$ cat config.mk
export PLATFORM = sky130hd
export DESIGN_NAME = ir_timing_to_pulse_symbols_flat
export DESIGN_NICKNAME = d
export VERILOG_FILES = /design/src/irtps_pkg.sv /design/src/irtps_if.sv /design/src/irtps_front.sv /design/src/irtps_queue.sv /design/src/irtps_back.sv /design/src/ir_timing_to_pulse_symbols.sv /design/src/flat_wrapper.sv
export SDC_FILE = /design/constraint.sdc
export NUM_CORES = 1
export LEC_CHECK = 0
export BUFFER_PORTS_ARGS = -buffer_cell sky130_fd_sc_hd__buf_4
export CAP_MARGIN = 15
export CORE_UTILIZATION = 60
export CTS_CLUSTER_SIZE = 8
export DETAILED_ROUTE_END_ITERATION = 8
export PLACE_DENSITY = 0.79
export SLEW_MARGIN = 20
export SYNTH_ARGS = -nofsm -noshare
export SYNTH_HDL_FRONTEND = slang
export SYNTH_SLANG_ARGS = --single-unit
$ cat constraint.sdc
create_clock -name clk -period 6.4 [get_ports clk]
set_input_delay 0.96 -clock clk [delete_from_list [all_inputs] [get_ports clk]]
set_output_delay 0.96 -clock clk [all_outputs]
set_load 0.01 [all_outputs]
$ cat src/irtps_pkg.sv
// Shared types and constants for the IR timing to pulse symbol encoder.
package irtps_pkg;

	localparam int DUR_W   = 15;
	localparam int COUNT_W = 11;
	localparam int STAT_W  = 2;

	localparam logic [COUNT_W-1:0] COUNT_SAT = {COUNT_W{1'b1}};

	localparam logic [STAT_W-1:0] ST_SYMBOL    = 2'd0;
	localparam logic [STAT_W-1:0] ST_COUNT_ERR = 2'd1;
	localparam logic [STAT_W-1:0] ST_EMPTY_END = 2'd2;

	localparam int Q_DEPTH = 4;
	localparam int Q_PTR_W = 2;
	localparam int Q_CNT_W = Q_PTR_W + 1;

	typedef struct packed {
		logic level;
		logic last;
		logic count_err;
	} tag_t;

	typedef struct packed {
		logic empty;
		logic full;
	} qstat_t;

endpackage

$ cat src/irtps_if.sv
// Stream interfaces for timing items and pulse symbol results.
interface irtps_in_if #(
	parameter int TIMING_WIDTH = 20
);
	logic                    valid;
	logic                    ready;
	logic [TIMING_WIDTH-1:0] timing_us;
	logic                    last_timing;

	modport source (output valid, output timing_us, output last_timing, input ready);
	modport sink   (input valid, input timing_us, input last_timing, output ready);
endinterface

interface irtps_out_if;
	logic                         valid;
	logic                         ready;
	logic [irtps_pkg::DUR_W-1:0]  first_duration;
	logic                         first_level;
	logic [irtps_pkg::DUR_W-1:0]  second_duration;
	logic                         second_level;
	logic [irtps_pkg::STAT_W-1:0] status;
	logic                         end_of_sequence;

	modport source (output valid, output first_duration, output first_level,
		output second_duration, output second_level, output status,
		output end_of_sequence, input ready);
	modport sink   (input valid, input first_duration, input first_level,
		input second_duration, input second_level, input status,
		input end_of_sequence, output ready);
endinterface

$ cat src/irtps_front.sv
// Front end: accept timings, track the count and level, classify count errors.
module irtps_front #(
	parameter int MAX_TIMINGS  = 1200,
	parameter int TIMING_WIDTH = 20
) (
	input  logic                    clk,
	input  logic                    arst_n,
	irtps_in_if.sink                timings,
	input  logic                    cfg_we,
	input  logic                    cfg_wdata,
	input  irtps_pkg::qstat_t       q_stat,
	output logic                    push,
	output logic [TIMING_WIDTH-1:0] push_timing,
	output irtps_pkg::tag_t         push_tag,
	output logic [irtps_pkg::COUNT_W-1:0] count
);

	logic                          invert_q;
	logic [irtps_pkg::COUNT_W-1:0] count_q;

	assign timings.ready = !q_stat.full;
	assign push          = timings.valid && !q_stat.full;
	assign push_timing   = timings.timing_us;
	assign count         = count_q;

	always_comb begin
		push_tag.level     = invert_q ^ ~count_q[0];
		push_tag.last      = timings.last_timing;
		push_tag.count_err = timings.last_timing &&
			(count_q == '0 || count_q >= irtps_pkg::COUNT_W'(MAX_TIMINGS));
	end

	always_ff @(posedge clk or negedge arst_n) begin
		if (!arst_n) begin
			invert_q <= 1'b0;
			count_q  <= '0;
		end else begin
			if (cfg_we) begin
				invert_q <= cfg_wdata;
			end
			if (push) begin
				if (timings.last_timing) begin
					count_q <= '0;
				end else if (count_q != irtps_pkg::COUNT_SAT) begin
					count_q <= count_q + 1'b1;
				end
			end
		end
	end

endmodule

$ cat src/irtps_queue.sv
// Short FIFO between the front end and the back end.
module irtps_queue #(
	parameter int W = 23
) (
	input  logic              clk,
	input  logic              arst_n,
	input  logic              push,
	input  logic [W-1:0]      push_data,
	input  logic              pop,
	output logic [W-1:0]      head_data,
	output irtps_pkg::qstat_t stat
);

	logic [W-1:0]                  entry_q [irtps_pkg::Q_DEPTH];
	logic [irtps_pkg::Q_PTR_W-1:0] wr_ptr_q;
	logic [irtps_pkg::Q_PTR_W-1:0] rd_ptr_q;
	logic [irtps_pkg::Q_CNT_W-1:0] cnt_q;

	assign stat.empty = (cnt_q == '0);
	assign stat.full  = (cnt_q == irtps_pkg::Q_CNT_W'(irtps_pkg::Q_DEPTH));
	assign head_data  = entry_q[rd_ptr_q];

	always_ff @(posedge clk) begin
		if (push) begin
			entry_q[wr_ptr_q] <= push_data;
		end
	end

	always_ff @(posedge clk or negedge arst_n) begin
		if (!arst_n) begin
			wr_ptr_q <= '0;
			rd_ptr_q <= '0;
			cnt_q    <= '0;
		end else begin
			if (push) begin
				wr_ptr_q <= wr_ptr_q + 1'b1;
			end
			if (pop) begin
				rd_ptr_q <= rd_ptr_q + 1'b1;
			end
			if (push && !pop) begin
				cnt_q <= cnt_q + 1'b1;
			end else if (pop && !push) begin
				cnt_q <= cnt_q - 1'b1;
			end
		end
	end

endmodule

$ cat src/irtps_back.sv
// Back end: cut timings into chunks, merge, pair into symbols, drive results.
module irtps_back #(
	parameter int MAX_CHUNK    = 32767,
	parameter int TIMING_WIDTH = 20
) (
	input  logic                    clk,
	input  logic                    arst_n,
	input  irtps_pkg::qstat_t       q_stat,
	input  logic [TIMING_WIDTH-1:0] head_timing,
	input  irtps_pkg::tag_t         head_tag,
	output logic                    pop,
	irtps_out_if.source             symbols
);

	localparam int DW = irtps_pkg::DUR_W;

	localparam logic [1:0] S_IDLE   = 2'd0;
	localparam logic [1:0] S_ERR    = 2'd1;
	localparam logic [1:0] S_CHUNK  = 2'd2;
	localparam logic [1:0] S_FINISH = 2'd3;

	localparam logic [DW-1:0]           CHUNK_MAX = DW'(MAX_CHUNK);
	localparam logic [TIMING_WIDTH-1:0] CHUNK_MAX_T = TIMING_WIDTH'(MAX_CHUNK);

	logic [1:0]              st_q;
	logic [TIMING_WIDTH-1:0] rem_q;
	logic                    lvl_q;
	logic                    last_q;
	logic                    pv_q;
	logic [DW-1:0]           pd_q;
	logic                    pl_q;
	logic                    hv_q;
	logic [DW-1:0]           hd_q;
	logic                    hl_q;
	logic                    ov_q;

	logic [DW-1:0]                 chunk;
	logic [DW:0]                   sum;
	logic                          merge;
	logic                          slot_free;
	logic                          emit;
	logic                          go;
	logic [DW-1:0]                 e_d0;
	logic                          e_l0;
	logic [DW-1:0]                 e_d1;
	logic                          e_l1;
	logic [irtps_pkg::STAT_W-1:0]  e_st;
	logic                          e_eos;
	logic [DW-1:0]                 fd_q;
	logic                          fl_q;
	logic [DW-1:0]                 sd_q;
	logic                          sl_q;
	logic [irtps_pkg::STAT_W-1:0]  stat_q;
	logic                          eos_q;

	assign chunk     = (rem_q < CHUNK_MAX_T) ? rem_q[DW-1:0] : CHUNK_MAX;
	assign sum       = {1'b0, pd_q} + {1'b0, chunk};
	assign merge     = pv_q && (pl_q == lvl_q) && (sum <= {1'b0, CHUNK_MAX});
	assign slot_free = !ov_q || symbols.ready;

	always_comb begin
		pop   = 1'b0;
		emit  = 1'b0;
		go    = 1'b0;
		e_d0  = '0;
		e_l0  = 1'b0;
		e_d1  = '0;
		e_l1  = 1'b0;
		e_st  = irtps_pkg::ST_SYMBOL;
		e_eos = 1'b0;
		case (st_q)
			S_IDLE: begin
				pop = !q_stat.empty;
			end
			S_ERR: begin
				emit  = 1'b1;
				e_st  = irtps_pkg::ST_COUNT_ERR;
				e_eos = 1'b1;
				go    = slot_free;
			end
			S_CHUNK: begin
				if (rem_q == '0 || merge) begin
					go = 1'b1;
				end else begin
					if (pv_q && hv_q) begin
						emit = 1'b1;
						e_d0 = hd_q;
						e_l0 = hl_q;
						e_d1 = pd_q;
						e_l1 = pl_q;
					end
					go = !emit || slot_free;
				end
			end
			S_FINISH: begin
				if (pv_q && hv_q) begin
					emit  = 1'b1;
					e_d0  = hd_q;
					e_l0  = hl_q;
					e_d1  = pd_q;
					e_l1  = pl_q;
					e_eos = 1'b1;
				end else if (hv_q && !pv_q) begin
					emit  = 1'b1;
					e_d0  = hd_q;
					e_l0  = hl_q;
					e_d1  = DW'(1);
					e_eos = 1'b1;
				end else if (!pv_q) begin
					emit  = 1'b1;
					e_st  = irtps_pkg::ST_EMPTY_END;
					e_eos = 1'b1;
				end
				go = !emit || slot_free;
			end
			default: begin
				go = 1'b0;
			end
		endcase
	end

	always_ff @(posedge clk or negedge arst_n) begin
		if (!arst_n) begin
			st_q <= S_IDLE;
			pv_q <= 1'b0;
			hv_q <= 1'b0;
			ov_q <= 1'b0;
		end else begin
			if (emit && go) begin
				ov_q <= 1'b1;
			end else if (symbols.ready) begin
				ov_q <= 1'b0;
			end
			case (st_q)
				S_IDLE: begin
					if (pop) begin
						st_q <= head_tag.count_err ? S_ERR : S_CHUNK;
					end
				end
				S_ERR: begin
					if (go) begin
						pv_q <= 1'b0;
						hv_q <= 1'b0;
						st_q <= S_IDLE;
					end
				end
				S_CHUNK: begin
					if (rem_q == '0) begin
						st_q <= last_q ? S_FINISH : S_IDLE;
					end else if (!merge && go) begin
						if (pv_q) begin
							hv_q <= !hv_q;
						end
						pv_q <= 1'b1;
					end
				end
				S_FINISH: begin
					if (go) begin
						if (pv_q && !hv_q) begin
							hv_q <= 1'b1;
							pv_q <= 1'b0;
						end else begin
							pv_q <= 1'b0;
							hv_q <= 1'b0;
							st_q <= S_IDLE;
						end
					end
				end
				default: begin
					st_q <= S_IDLE;
				end
			endcase
		end
	end

	always_ff @(posedge clk) begin
		if (emit && go) begin
			fd_q   <= e_d0;
			fl_q   <= e_l0;
			sd_q   <= e_d1;
			sl_q   <= e_l1;
			stat_q <= e_st;
			eos_q  <= e_eos;
		end
		case (st_q)
			S_IDLE: begin
				if (pop) begin
					rem_q  <= head_timing;
					lvl_q  <= head_tag.level;
					last_q <= head_tag.last;
				end
			end
			S_CHUNK: begin
				if (rem_q != '0) begin
					if (merge) begin
						pd_q  <= sum[DW-1:0];
						rem_q <= rem_q - TIMING_WIDTH'(chunk);
					end else if (go) begin
						if (pv_q && !hv_q) begin
							hd_q <= pd_q;
							hl_q <= pl_q;
						end
						pd_q  <= chunk;
						pl_q  <= lvl_q;
						rem_q <= rem_q - TIMING_WIDTH'(chunk);
					end
				end
			end
			S_FINISH: begin
				if (go && pv_q && !hv_q) begin
					hd_q <= pd_q;
					hl_q <= pl_q;
				end
			end
			default: begin
				rem_q <= rem_q;
			end
		endcase
	end

	assign symbols.valid           = ov_q;
	assign symbols.first_duration  = fd_q;
	assign symbols.first_level     = fl_q;
	assign symbols.second_duration = sd_q;
	assign symbols.second_level    = sl_q;
	assign symbols.status          = stat_q;
	assign symbols.end_of_sequence = eos_q;

endmodule

$ cat src/ir_timing_to_pulse_symbols.sv
// Top level of the IR timing to pulse symbol encoder.
//
// channel   dir  transfer on          payload
// timings   in   valid && ready       timing_us, last_timing
// symbols   out  valid && ready       first/second duration and level, status, eos
// cfg       in   cfg_we               cfg_wdata -> invert_levels
//
// The front end takes one timing per cycle into a four-entry queue while the queue is not full.
// The back end pulls an item, cuts it into chunks of at most MAX_CHUNK, closes
// the item and, on the last timing, flushes any held or pending duration.
// A result leaves through one output register; a full register that is not taken stalls the back end.
// Reset is asynchronous and clears the count, queue, pairing state and output valid.
module ir_timing_to_pulse_symbols #(
	parameter int MAX_TIMINGS  = 1200,
	parameter int MAX_CHUNK    = 32767,
	parameter int TIMING_WIDTH = 20
) (
	input  logic        clk,
	input  logic        arst_n,
	irtps_in_if.sink    timings,
	irtps_out_if.source symbols,
	input  logic        cfg_we,
	input  logic        cfg_wdata
);

	localparam int QW = TIMING_WIDTH + $bits(irtps_pkg::tag_t);

	irtps_pkg::qstat_t             q_stat;
	logic                          push;
	logic [TIMING_WIDTH-1:0]       push_timing;
	irtps_pkg::tag_t               push_tag;
	logic                          pop;
	logic [QW-1:0]                 head_data;
	logic [TIMING_WIDTH-1:0]       head_timing;
	irtps_pkg::tag_t               head_tag;
	logic [irtps_pkg::COUNT_W-1:0] count;

	assign head_timing = head_data[TIMING_WIDTH-1:0];
	assign head_tag    = head_data[QW-1:TIMING_WIDTH];

	irtps_front #(
		.MAX_TIMINGS  (MAX_TIMINGS),
		.TIMING_WIDTH (TIMING_WIDTH)
	) u_front (
		.clk         (clk),
		.arst_n      (arst_n),
		.timings     (timings),
		.cfg_we      (cfg_we),
		.cfg_wdata   (cfg_wdata),
		.q_stat      (q_stat),
		.push        (push),
		.push_timing (push_timing),
		.push_tag    (push_tag),
		.count       (count)
	);

	irtps_queue #(
		.W (QW)
	) u_queue (
		.clk       (clk),
		.arst_n    (arst_n),
		.push      (push),
		.push_data ({push_tag, push_timing}),
		.pop       (pop),
		.head_data (head_data),
		.stat      (q_stat)
	);

	irtps_back #(
		.MAX_CHUNK    (MAX_CHUNK),
		.TIMING_WIDTH (TIMING_WIDTH)
	) u_back (
		.clk         (clk),
		.arst_n      (arst_n),
		.q_stat      (q_stat),
		.head_timing (head_timing),
		.head_tag    (head_tag),
		.pop         (pop),
		.symbols     (symbols)
	);

`ifndef SYNTH
	a_last_clears_count: assert property (@(posedge clk) disable iff (!arst_n)
		(timings.valid && timings.ready && timings.last_timing) |=> (count == '0))
		else $error("count not cleared after final timing");

	a_no_pop_empty: assert property (@(posedge clk) disable iff (!arst_n)
		pop |-> !q_stat.empty)
		else $error("queue read while empty");

	a_status_ends_seq: assert property (@(posedge clk) disable iff (!arst_n)
		(symbols.valid && symbols.status != irtps_pkg::ST_SYMBOL)
			|-> symbols.end_of_sequence)
		else $error("error or empty result without end of sequence");
`endif

endmodule

$ cat src/flat_wrapper.sv
// flat-port wrapper written by rule: the top's interface ports become plain ports
module ir_timing_to_pulse_symbols_flat 
#(
	parameter int MAX_TIMINGS  = 1200,
	parameter int MAX_CHUNK    = 32767,
	parameter int TIMING_WIDTH = 20
)
  (clk, arst_n, cfg_we, cfg_wdata, timings_valid, timings_timing_us, timings_last_timing, timings_ready, symbols_valid, symbols_first_duration, symbols_first_level, symbols_second_duration, symbols_second_level, symbols_status, symbols_end_of_sequence, symbols_ready);
  irtps_in_if #(.TIMING_WIDTH(TIMING_WIDTH)) timings_i ();
  irtps_out_if symbols_i ();
  input  logic clk;
  input  logic arst_n;
  input  logic cfg_we;
  input  logic cfg_wdata;
  input wire logic [$bits(timings_i.valid)-1:0] timings_valid;
  input wire logic [$bits(timings_i.timing_us)-1:0] timings_timing_us;
  input wire logic [$bits(timings_i.last_timing)-1:0] timings_last_timing;
  output wire logic [$bits(timings_i.ready)-1:0] timings_ready;
  output wire logic [$bits(symbols_i.valid)-1:0] symbols_valid;
  output wire logic [$bits(symbols_i.first_duration)-1:0] symbols_first_duration;
  output wire logic [$bits(symbols_i.first_level)-1:0] symbols_first_level;
  output wire logic [$bits(symbols_i.second_duration)-1:0] symbols_second_duration;
  output wire logic [$bits(symbols_i.second_level)-1:0] symbols_second_level;
  output wire logic [$bits(symbols_i.status)-1:0] symbols_status;
  output wire logic [$bits(symbols_i.end_of_sequence)-1:0] symbols_end_of_sequence;
  input wire logic [$bits(symbols_i.ready)-1:0] symbols_ready;
  assign timings_i.valid = timings_valid;
  assign timings_i.timing_us = timings_timing_us;
  assign timings_i.last_timing = timings_last_timing;
  assign timings_ready = timings_i.ready;
  assign symbols_valid = symbols_i.valid;
  assign symbols_first_duration = symbols_i.first_duration;
  assign symbols_first_level = symbols_i.first_level;
  assign symbols_second_duration = symbols_i.second_duration;
  assign symbols_second_level = symbols_i.second_level;
  assign symbols_status = symbols_i.status;
  assign symbols_end_of_sequence = symbols_i.end_of_sequence;
  assign symbols_i.ready = symbols_ready;
  ir_timing_to_pulse_symbols #(.MAX_TIMINGS(MAX_TIMINGS), .MAX_CHUNK(MAX_CHUNK), .TIMING_WIDTH(TIMING_WIDTH)) u_core (.clk(clk), .arst_n(arst_n), .timings(timings_i), .symbols(symbols_i), .cfg_we(cfg_we), .cfg_wdata(cfg_wdata));
endmodule
[Word level (Yosys, flattened, before mapping)]
Memory sizes are Yosys's and may differ from the RTL's.
Cells that the tools add are included.
Word-level totals
  logic and storage cells: 189
  input port bits: 27
  memories: 1
  bits in writable memories: 92
  register bits: 113
Memories
  u_core.u_queue.entry_q: words 4, bits a word 23, read ports 1, clocked after Yosys merged registers in 0, wr ports 1, line irtps_queue.sv:14  | logic [W-1:0] entry_q [irtps_pkg::Q_DEPTH];
Operators by class
  bitwise operators: 3
  reductions and logical operators: 51
  magnitude comparators: 3
  equal/unequal tests: 21
  add/sub/neg operators: 7
  mux-type cells: 81
Operators with widths (count)
  $mux 15: 15
  $pmux 15 s2: 3
  $mux 20: 4
  $pmux 20 s2: 1
  $mux 1: 34
  $ne 2x2->1 const B: 12
  $mux 11: 2
  $logic_not 20->1: 1
  $lt 20x15->1 const B: 1
  $mux 2: 10
  $reduce_bool 20->1: 1
  $sub 20x15->20: 1
  $add 15x15->16: 1
  $le 16x15->1 const B: 1
  $reduce_bool 2->1: 7
  $logic_and 1x1->1: 13
  $reduce_and 4->1: 3
  $reduce_and 6->1: 2
  $add 11x1->11 const B: 1
  $ge 11x11->1 const B: 1
  $logic_not 11->1: 1
  $ne 11x11->1 const B: 1
  $logic_not 1->1: 10
  $pmux 1 s2: 5
  other kinds (23): 35

[Depth between registers and ports, before layout]
Gate-level depths: netlist of run 1.
  depth in word-level cells: 16
  mapped depth: 14

[Modules after synthesis]
A second synthesis of run 1 with hierarchy kept.
Second synthesis, totals
  cell total of the unflattened synthesis: 717
  area, all modules: 9820.7 sq um
Modules (own cells, without submodules)
  irtps_back: cells an instance 459, area an instance 5118.7 sq um, instances 1
  irtps_queue: cells an instance 155, area an instance 3756.1 sq um, instances 1
  irtps_front: cells an instance 103, area an instance 945.9 sq um, instances 1

[Worst setup path after synthesis of run 1]
Ideal clock, no wire load.
  path kind: register -> register
  start point: reg u_core.u_back.rem_q[15]
  end point: reg u_core.u_back.eos_q, in the netlist u_core.u_back.symbols.end_of_sequence (enable)
  path buffers: 1
  setup slack: 1.287 ns
  cell stages (with the launch flop): 13
  arrival time: 4.686 ns
  required time: 5.973 ns
  path through: edfxtp_1 -> or4_4 -> or2_2 -> clkbuf_1 -> or3_1 -> ha_1 -> nand2_1 -> o21ai_0 -> a31oi_1 -> a21oi_1 -> a41o_1 -> o21ai_0 -> nor2_1
On the way
  longest elaborated chain between the ends: 9
  elaborated cells between the ends (all ways): 12
  classes of those cells: 1 x add/sub; 2 x order compare; 5 x mux; 4 x reduce/logical
Ends and longest elaborated chain
  start: declaration: line irtps_back.sv:26  | logic [TIMING_WIDTH-1:0] rem_q;
  start signal: assignment: line irtps_back.sv:188  | rem_q <= head_timing;
  start signal: assignment: line irtps_back.sv:197  | rem_q <= rem_q - TIMING_WIDTH'(chunk);
  start signal: assignment: line irtps_back.sv:205  | rem_q <= rem_q - TIMING_WIDTH'(chunk);
  $lt 20x15->1: line irtps_back.sv:56  | assign chunk = (rem_q < CHUNK_MAX_T) ? rem_q[DW-1:0] : CHUNK_MAX;
  $mux 15: line irtps_back.sv:56
  $add 15x15->16: line irtps_back.sv:57  | assign sum = {1'b0, pd_q} + {1'b0, chunk};
  $le 16x15->1: line irtps_back.sv:58  | assign merge = pv_q && (pl_q == lvl_q) && (sum <= {1'b0, CHUNK_MAX});
  $logic_and 1x1->1: line irtps_back.sv:58
  $logic_or 1x1->1 (*): line irtps_back.sv:82  | if (rem_q == '0 || merge) begin
  $mux 1: line irtps_back.sv:82
  $pmux 1 s3: line irtps_back.sv:71  | case (st_q)
  $logic_and 1x1->1 (*): line irtps_back.sv:177  | if (emit && go) begin
  end signal: assignment: line irtps_back.sv:183  | eos_q <= e_eos;
  end: declaration: line irtps_back.sv:54  | logic eos_q;
Mark *: on every way between the ends. The rest lies on a longest branch, timed or not.
A chain may end at the register's enable or synchronous reset.

[Worst setup path after layout of run 1]
  start point: reg u_core.u_back.rem_q[15]
  end point: reg u_core.u_back.fd_q[10], in the netlist u_core.u_back.symbols.first_duration[10] (enable)
On the way
  longest elaborated chain between the ends: 9
  elaborated cells between the ends (all ways): 12
  classes of those cells: 1 x add/sub; 2 x order compare; 5 x mux; 4 x reduce/logical
Ends and longest elaborated chain
  $lt 20x15->1: line irtps_back.sv:56
  $mux 15: line irtps_back.sv:56
  $add 15x15->16: line irtps_back.sv:57
  $le 16x15->1: line irtps_back.sv:58
  $logic_and 1x1->1: line irtps_back.sv:58
  $logic_or 1x1->1 (*): line irtps_back.sv:82
  $mux 1: line irtps_back.sv:82
  $pmux 1 s3: line irtps_back.sv:71
  $logic_and 1x1->1 (*): line irtps_back.sv:177
  end signal: assignment: line irtps_back.sv:178  | fd_q <= e_d0;
  end: declaration: line irtps_back.sv:49  | logic [DW-1:0] fd_q;
Marked as above.

==> results_dict.tcl, run 1 <==
set metrics [dict create \
    cts_root_buf "clkbuf_16" \
    skew_ps 12.7 \
    die_x_um 126 \
    syn_inst 662 \
    clock_latency_ps 520 \
    critPathTopFamily "simple AND/OR/NAND/NOR gates" \
    clock_path_buffers 3 \
    dp_hpwl_um 11400 \
    yosysTopAreaCellShare_pct 58.7 \
    drive_above_1_share_pct 19.3 \
    arrival_ps 4810 \
    cp_num_buf_inv 1 \
    layout.nets 794 \
    setup_viol 0 \
    crit_fanout 35 \
    clock_power_share_pct 25.7 \
    synthesis.area_um2 9260 \
    power_frac_seq_pct 44.3 \
    tns_ps 0 \
    cp.required_ps 6540 \
    run_status "finished, final reports clean" \
    start_util_pct 61.1 \
    max_freq_mhz 214 \
    switching_power_w 0.00167 \
    synth_top_area_cell "edfxtp_1" \
    die_h_um 126 \
    dr_total_vias 5543 \
    cp-end-kind "register" \
    layout_min_cycle_time_ps 4670 \
    stdcell_area_um2 10700 \
    criticalPathCategory "reg -> reg" \
    antennaDiodeCount 0 \
    final_core_util_pct 70.8 \
    place_congestion 0.802 \
    grt_max_degree 39 \
    syn_to_final_growth_pct 15.8 \
    slowest_delay_ps 750 \
    synth-seq-area-share_pct 65.2 \
    gr-total-overflow 0 \
    ctsResizeCount 0 \
    antenna_found_initial 0 \
    yosys-top-cells-area "edfxtp_1 59%, dfrtp_1 6.5%, mux4_2 5.6%, ha_1 3.5%, o21ai_0 2.8%" \
    portBuffers 63 \
    rsz0062_at_grt "no" \
    tritoncts "yes" \
    cts_buffers 29 \
    ant_nets 0 \
    wire_per_inst_um 18.3 \
    syn-num-nets 717 \
    boundaryPins 64 \
    p_int_w 0.00352 \
    first_pass_iters 5 \
    post-place-cells 896 \
    path_cells "or4_4 > or2_2 > nor2_1 > inv_1 > ha_1 > a211oi_1 > o211ai_1 > a31oi_1 > a21oi_2 > a41o_1 > o21ai_0 > nor2_4" \
    p_sw_share_pct 32.2 \
    synth_edf_count 181 \
    yosysWarningCount 0 \
    clk_transition_reported_paths_ps 50 \
    design.core.area_um2 15100 \
    place_area_um2 9940 \
    crit_path_top_delay_cell "nor2_4" \
    netlist_top_cells_count "181 x edfxtp_1, 58 x nand2_1, 51 x o21ai_0" \
    grt_pass1_wl_um 28500 \
    synth.distinct_cells 60 \
    num_rows 45 \
    relSlewSlack_pct 38.5 \
    stdcell_count 939 \
    cts_hold_buffers 0 \
    grt_util_all_layers_pct 22.7 \
    grt_pass1_vias 5669 \
    post-synth-top-count-cell "edfxtp_1" \
    cts_num_sinks 205 \
    synth_ff_type "edfxtp_1" \
    syn_avg_cell_area_um2 14.0 \
    async_flop_share_pct 11.7 \
    slew_viol_final 0 \
    start_kind "register" \
    finalCritPeriodShare_pct 72.9 \
    leakage_nw 3.97 \
    vias_per_cell 5.90 \
    fin_hold_ws_ps 332 \
    drc_errors 0 \
    peakVddDrop_v 0.000268 \
    p_per_area_nw_per_um2 485 \
    hold_viol 0 \
    post_cts_buffers 0 \
    cap_violations 0 \
    synth-seq-cells 205 \
    die_area_um2 15900 \
    tightest_slew_ps 921 \
    drtIter0Drc 417 \
    combPwrFrac_pct 30.0 \
    drt-total-wl_um 17100 \
    htreeDepth 1 \
    hold_path_class "in -> async" \
]
## kinds of logic (layout without fill, tap and decap cells)
logic type / Yosys count / in the layout / share of synthesized area (%)
and+or+nand+nor: 209 / 209 / 11.8
DFF: 205 / 205 / 65.2
AOI/OAI and AO/OA: 110 / 110 / 7.10
buffers and inverters: 41 / 130 / 1.80
xor gates and xnor gates: 38 / 38 / 3.60
muxes: 31 / 31 / 6.54
adders and majority gates: 28 / 28 / 3.95
## power groups by stage
| stage | Sequential (W) | Clock, W | Combinational, W |
|---|---|---|---|
| 5_1_grt | 0.00235 | 0.00142 | 0.00174 |
| 3_5_place_dp | 0.00233 | 0 | 0.00158 |
| 3_3_place_gp | 0.00230 | 0 | 0.00152 |
| 2_1_floorplan | 0.00225 | 0 | 0.00110 |
| 6_report | 0.00230 | 0.00133 | 0.00156 |
| 4_1_cts | 0.00230 | 0.00136 | 0.00159 |
## placed cells by master, fill, tap and decap left out, types with 15 or more instances in the layout
cell type | Yosys | layout
edfxtp_1 | 181 | 181
buf_4 | 0 | 73
nand2_1 | 58 | 58
o21ai_0 | 51 | 51
nor2_1 | 36 | 35
and2_1 | 31 | 31
clkbuf_16 | 0 | 29
ha_1 | 26 | 26
mux4_2 | 23 | 23
dfrtp_1 | 24 | 23
xnor2_1 | 21 | 21
a21oi_1 | 22 | 21
xor2_1 | 17 | 17
or3_1 | 15 | 15
## registers in the layout (all words and copies together) (netlist names), 2 cells and up
signal / count
u_core.u_queue.wr_ptr_q: 2
u_core.u_back.hd_q: 15
u_core.u_back.st_q: 2
u_core.u_back.pd_q: 15
u_core.u_queue.cnt_q: 3
u_core.u_queue.entry_q: 92
u_core.u_back.symbols.first_duration: 15
u_core.u_queue.rd_ptr_q: 2
u_core.u_front.count: 11
u_core.u_back.symbols.second_duration: 15
u_core.u_back.rem_q: 20
u_core.u_back.symbols.status: 2
## per-layer routing
| metal | vias up | wire length, um | GRT usage (%) |
|---|---|---|---|
| met5 | - | 0 | 0 |
| met4 | 0 | 314 | 6.59 |
| met3 | 26 | 762 | 3.65 |
| met2 | 158 | 8790 | 39.6 |
| met1 | 2713 | 7290 | 29.5 |
| li1 | 2646 | - | - |
## per-stage QoR
step	worst slack, ps	total power, W
2_1_floorplan	1290	0.00335
3_3_place_gp	1850	0.00383
3_5_place_dp	1720	0.00390
4_1_cts	1700	0.00525
6_report	1730	0.00520
5_1_grt	1400	0.00551
## final cells by class
class,count,area (um2)
Sequential cell,205,6040
Multi-Input combinational cell,416,3070
Clock buffer,41,771
Timing Repair Buffer,73,548
Tap cell,188,235
Fill cell,1018,4420
Inverter,14,52.6
Clock inverter,2,13.8
## path summary, 6_finish.rpt
| check | depth (start not counted) | start | slack, ps | endpoint |
|---|---|---|---|---|
| worst max-delay path | 12 | u_core.u_back.rem_q[15]$_DFFE_PP_ | 1730 | u_core.u_back.symbols.first_duration[10]$_DFFE_PP_ |
| worst min-delay path | 1 | arst_n | 330 | u_core.u_front.count[0]$_DFFE_PN0P_ |
| worst max register to register | 12 | u_core.u_back.rem_q[15]$_DFFE_PP_ | 1730 | u_core.u_back.symbols.first_duration[10]$_DFFE_PP_ |
| worst min register to register | 0 | u_core.u_back.pd_q[7]$_DFFE_PP_ | 480 | u_core.u_back.hd_q[7]$_DFFE_PP_ |
| max in group asynchronous | 1 | arst_n | 5810 | u_core.u_queue.rd_ptr_q[1]$_DFFE_PN0P_ |
| min in group clk | 0 | u_core.u_back.pd_q[7]$_DFFE_PP_ | 480 | u_core.u_back.hd_q[7]$_DFFE_PP_ |
(Power assumes the default switching activity.)
==> run 2: changes to the inputs <==
clock period = 4.3 ns   (was 6.4 ns; I/O delays follow)
==> results_dict.tcl, run 2 (synthesis results as in run 1) <==
set metrics [dict create \
    clock_latency_ps 540 \
    grt_max_degree 39 \
    cts_root_buf "clkbuf_16" \
    finalCritPeriodShare_pct 95.4 \
    peakVddDrop_v 0.000411 \
    clk_transition_reported_paths_ps 50 \
    slew_viol_final 0 \
    max_freq_mhz 244 \
    layout_min_cycle_time_ps 4100 \
    design.core.area_um2 15100 \
    place_ws_ps 122 \
    tritoncts "yes" \
    top_register "u_core.u_queue.entry_q" \
    dp_hpwl_um 11300 \
    drtIter0Drc 562 \
    final_common_cell "edfxtp_1" \
    leakage_nw 4.04 \
    drive_above_1_share_pct 20.5 \
    antennaDiodeCount 0 \
    cp-end-kind "register" \
    boundaryPins 64 \
    cts_num_sinks 205 \
    drc_errors 0 \
    hold_viol 0 \
    htreeDepth 1 \
    relSlewSlack_pct 24.3 \
    crit_fanout 18 \
    grt_pass1_wl_um 28000 \
    place_congestion 0.861 \
    dr_total_vias 5590 \
    cp.required_ps 4460 \
    hold_path_class "in -> reg" \
    wire_per_inst_um 18.0 \
    gr-total-overflow 0 \
    drt-total-wl_um 17200 \
    cap_violations 0 \
    vias_per_cell 5.82 \
    first_pass_iters 5 \
    ant_nets 0 \
    syn_to_final_growth_pct 17.7 \
    stdcell_area_um2 10900 \
    arrival_ps 4260 \
    rsz0062_at_grt "no" \
    run_status "finished, final reports clean" \
    die_area_um2 15900 \
    tns_ps 0 \
    antenna_found_initial 0 \
    die_x_um 126 \
    start_util_pct 61.1 \
    setup_viol 0 \
    p_per_area_nw_per_um2 727 \
    num_rows 45 \
    skew_ps 19.5 \
    clock_path_buffers 3 \
    cts_buffers 29 \
    die_h_um 126 \
    final_cell_mix "181 x edfxtp_1, 80 x buf_4, 58 x nand2_1" \
    top_regs "u_core.u_queue.entry_q x92, u_core.u_back.rem_q x20" \
    tightest_slew_ps 1140 \
    place_area_um2 10000 \
    grt_util_all_layers_pct 22.4 \
    grt_pass1_vias 5725 \
    start_kind "register" \
    largest_reg_flops 92 \
    portBuffers 63 \
    criticalPathCategory "reg -> reg" \
    setup_slack_ps 198 \
    layout.nets 804 \
]
[run 2: timing repair]
| action | CTS | global route |
|---|---|---|
| setup endpoints to repair | 0 | 38 |
| gates resized for setup | 0 | 2 |
| buffers inserted | 0 | 1 |
| hold endpoints to repair | 13 | 0 |
| hold buffers | 1 | 0 |
[run 2: cell type report]
cell class / count / area, um2
sequential: 205 / 6040
fill: 973 / 4250
multi-input combinational: 417 / 3100
clock buffer: 52 / 812
timing repair buffer: 82 / 631
tap: 188 / 235
inverter: 14 / 52.6
clock inverter: 2 / 25.0
[run 2: stage by stage]
step                total power, W  instances  utilization, %  hold WS, ps
detailed placement         0.00585        903            66.1          473
floorplan                  0.00500        662               -          349
finish                     0.00792        960            71.9          305
global placement           0.00574        903            66.0          468
global route               0.00835        960            71.9          291
CTS                        0.00792        958            71.7          287
[run 2: path summary, 6_finish.rpt]
kind                                              startpoint                                            endpoint  slack, ps  cells after the start
max                        u_core.u_back.rem_q[17]$_DFFE_PP_  u_core.u_back.symbols.first_duration[12]$_DFFE_PP_        200                     11
min                                     timings_timing_us[3]              u_core.u_queue.entry_q[1][3]$_DFFE_PP_        310                      1
max reg2reg                u_core.u_back.rem_q[17]$_DFFE_PP_  u_core.u_back.symbols.first_duration[12]$_DFFE_PP_        200                     11
min reg2reg                 u_core.u_back.pd_q[14]$_DFFE_PP_                    u_core.u_back.hd_q[14]$_DFFE_PP_        490                      0
max in group asynchronous                             arst_n                      u_core.u_back.hv_q$_DFFE_PN0P_       3500                      2
min in group asynchronous                             arst_n                 u_core.u_front.count[1]$_DFFE_PN0P_        550                      2
[run 2: report_power, final]
part	internal (W)	switching, W
combinational	0.00110	0.00137
sequential	0.00300	0.000408
clock	0.00126	0.000778
[run 2: per-layer routing]
layer / up-vias / global-route usage, % / part of all wire [%]
met2: 150 / 40.8 / 53
met3: 25 / 3.65 / 4.3
met5: - / 0 / 0
met1: 2745 / 27.4 / 41
li1: 2670 / - / -
met4: 0 / 6.59 / 1.8
[run 2: worst max-delay path, stage by stage (launching register included)]
cell and delay [ps]:
edfxtp_1 430, or4_4 550, or2_2 330, or3_1 390, ha_1 380, nand2_1 80, o21ai_0 190, a31oi_1 130
a21oi_2 210, a41o_1 200, o21ai_0 310, nor2_4 520
==> run 3: changes to the inputs <==
CORE_UTILIZATION = 65   (was 60)
PLACE_DENSITY = 0.85   (was 0.79)
clock period = 4.75 ns   (was 4.3 ns; I/O delays follow)
==> results_dict.tcl, run 3 (synthesis results as in run 1) <==
set metrics [dict create \
    run_status "finished, final reports clean" \
    place_ws_ps 453 \
    start_util_pct 66.7 \
    drt-total-wl_um 17900 \
    post_cts_buffers 0 \
    start_kind "register" \
    die_area_um2 14700 \
    post-place-cells 886 \
    p_int_w 0.00474 \
    switching_power_w 0.00226 \
    combPwrFrac_pct 30.2 \
    cts_root_buf "clkbuf_16" \
    finalCritPeriodShare_pct 91.4 \
    top_register "u_core.u_queue.entry_q" \
    crit_top_cell "or2_2" \
    drive_above_1_share_pct 19.5 \
    wire_per_inst_um 19.3 \
    final_cell_mix "181 x edfxtp_1, 71 x buf_4, 58 x nand2_1" \
    ctsResizeCount 0 \
    rr_worst_depth 12 \
    boundaryPins 64 \
    gr-total-overflow 0 \
    design.core.area_um2 13900 \
    cp-end-kind "register" \
    power_frac_seq_pct 44.7 \
    num-fill-cells 825 \
    criticalPathCategory "reg -> reg" \
    slowest_delay_ps 640 \
    num_rows 43 \
    hold_viol 0 \
    antenna_found_initial 0 \
    cap_violations 0 \
    max_freq_mhz 230 \
    ant_nets 0 \
    p_per_area_nw_per_um2 655 \
    layout_min_cycle_time_ps 4340 \
    portBuffers 63 \
    tightest_slew_ps 646 \
    vias_per_cell 6.10 \
    layout.nets 792 \
    first_pass_iters 5 \
    setup_slack_ps 407 \
    grt_util_all_layers_pct 25.6 \
    place_congestion 0.927 \
    p_sw_share_pct 32.3 \
    drc_errors 0 \
    crit_path_top_delay_cell "or4_4" \
    leakage_nw 3.95 \
    cp.required_ps 4900 \
    cts_hold_buffers 0 \
    clock_path_buffers 3 \
    die_h_um 121 \
    antennaDiodeCount 0 \
    grt_pass1_vias 5886 \
    tritoncts "yes" \
    skew_ps 16.8 \
    syn_to_final_growth_pct 15.4 \
    clock_power_share_pct 25.1 \
    path_cells "or4_4 > or2_2 > nor2_1 > inv_1 > ha_1 > a211oi_1 > o211ai_1 > a31oi_1 > a21oi_2 > buf_4 > a21oi_1 > or2_2" \
    cts_num_sinks 205 \
    top_regs "u_core.u_queue.entry_q x92, u_core.u_back.rem_q x20" \
    peakVddDrop_v 0.000383 \
    htreeDepth 1 \
    seqCellArea_um2 6040 \
    largest_reg_flops 92 \
    dr_total_vias 5655 \
    crit_fanout 20 \
    relSlewSlack_pct 57.0 \
    clock_latency_ps 520 \
    clk_transition_reported_paths_ps 50 \
    final_common_cell "edfxtp_1" \
    die_x_um 121 \
    multi_input_area_um2 3070 \
    rsz0062_at_grt "no" \
    stdcell_count 927 \
    tns_ps 0 \
    arrival_ps 4500 \
    cts_buffers 29 \
    dp_hpwl_um 11700 \
    slew_viol_final 0 \
    hold_path_class "in -> async" \
    grt_max_degree 39 \
    grt_pass1_wl_um 28700 \
    drtIter0Drc 532 \
    setup_viol 0 \
]
[run 3: cell count changes in the layout (fill, tap and decap cells not counted), moves of 2 or more]
cell and delta:
a21oi_4 -2, clkbuf_1 -12, nor2_4 -2, buf_4 -9
[run 3: worst max-delay path: cells and delay by family (launching register included)]
family,cells,cell delay (ps)
flops,1,470
fa+ha+maj,1,300
simple gates,4,1810
compound gates,5,1100
buf+inv,2,280
[run 3: power groups by stage]
stage	registers, W	clock network [W]	logic (W)
2_1_floorplan	0.00303	0	0.00149
3_3_place_gp	0.00310	0	0.00200
3_5_place_dp	0.00315	0	0.00210
4_1_cts	0.00313	0.00179	0.00214
5_1_grt	0.00319	0.00185	0.00233
6_report	0.00313	0.00176	0.00211
[run 3: final timing paths]
kind,startpoint,end,slack [ps]
setup / recovery,u_core.u_back.rem_q[15]$_DFFE_PP_,u_core.u_back.rem_q[2]$_DFFE_PP_,410
hold / removal,arst_n,u_core.u_queue.wr_ptr_q[0]$_DFFE_PN0P_,90
setup reg to reg,u_core.u_back.rem_q[15]$_DFFE_PP_,u_core.u_back.rem_q[2]$_DFFE_PP_,410
hold reg to reg,u_core.u_back.pd_q[13]$_DFFE_PP_,u_core.u_back.hd_q[13]$_DFFE_PP_,490
max in group asynchronous,arst_n,u_core.u_queue.rd_ptr_q[1]$_DFFE_PN0P_,4390
min in group clk,timings_timing_us[6],u_core.u_queue.entry_q[1][6]$_DFFE_PP_,390
[run 3: final cells by class]
| type | instances | share of cell area, % |
|---|---|---|
| clock buffers | 40 | 7.18 |
| clock inverters | 1 | 0.0468 |
| inverters | 14 | 0.492 |
| multi-input cells | 416 | 28.7 |
| flip-flops and latches | 205 | 56.5 |
| well taps | 180 | 2.11 |
| repair buffers | 71 | 4.99 |
[run 3: stage by stage]
stage / cell area, um2 / power, W / utilization [%] / hold slack (ps)
global placement: 9910 / 0.00510 / 71.4 / 463
detailed placement: 9910 / 0.00525 / 71.4 / 483
finish: 10700 / 0.00700 / 77.0 / 93.3
floorplan: 9260 / 0.00452 / - / 417
global route: 10700 / 0.00737 / 77.0 / 100
CTS: 10700 / 0.00706 / 77.0 / 84.7
[run 3: layer usage]
layer / vias up / GRT usage [%] / share of wire, %
li1: 2629 / - / -
met5: - / 0 / 0
met3: 40 / 3.71 / 5.4
met1: 2755 / 30.7 / 39
met2: 231 / 46.7 / 53
met4: 0 / 9.72 / 2.1
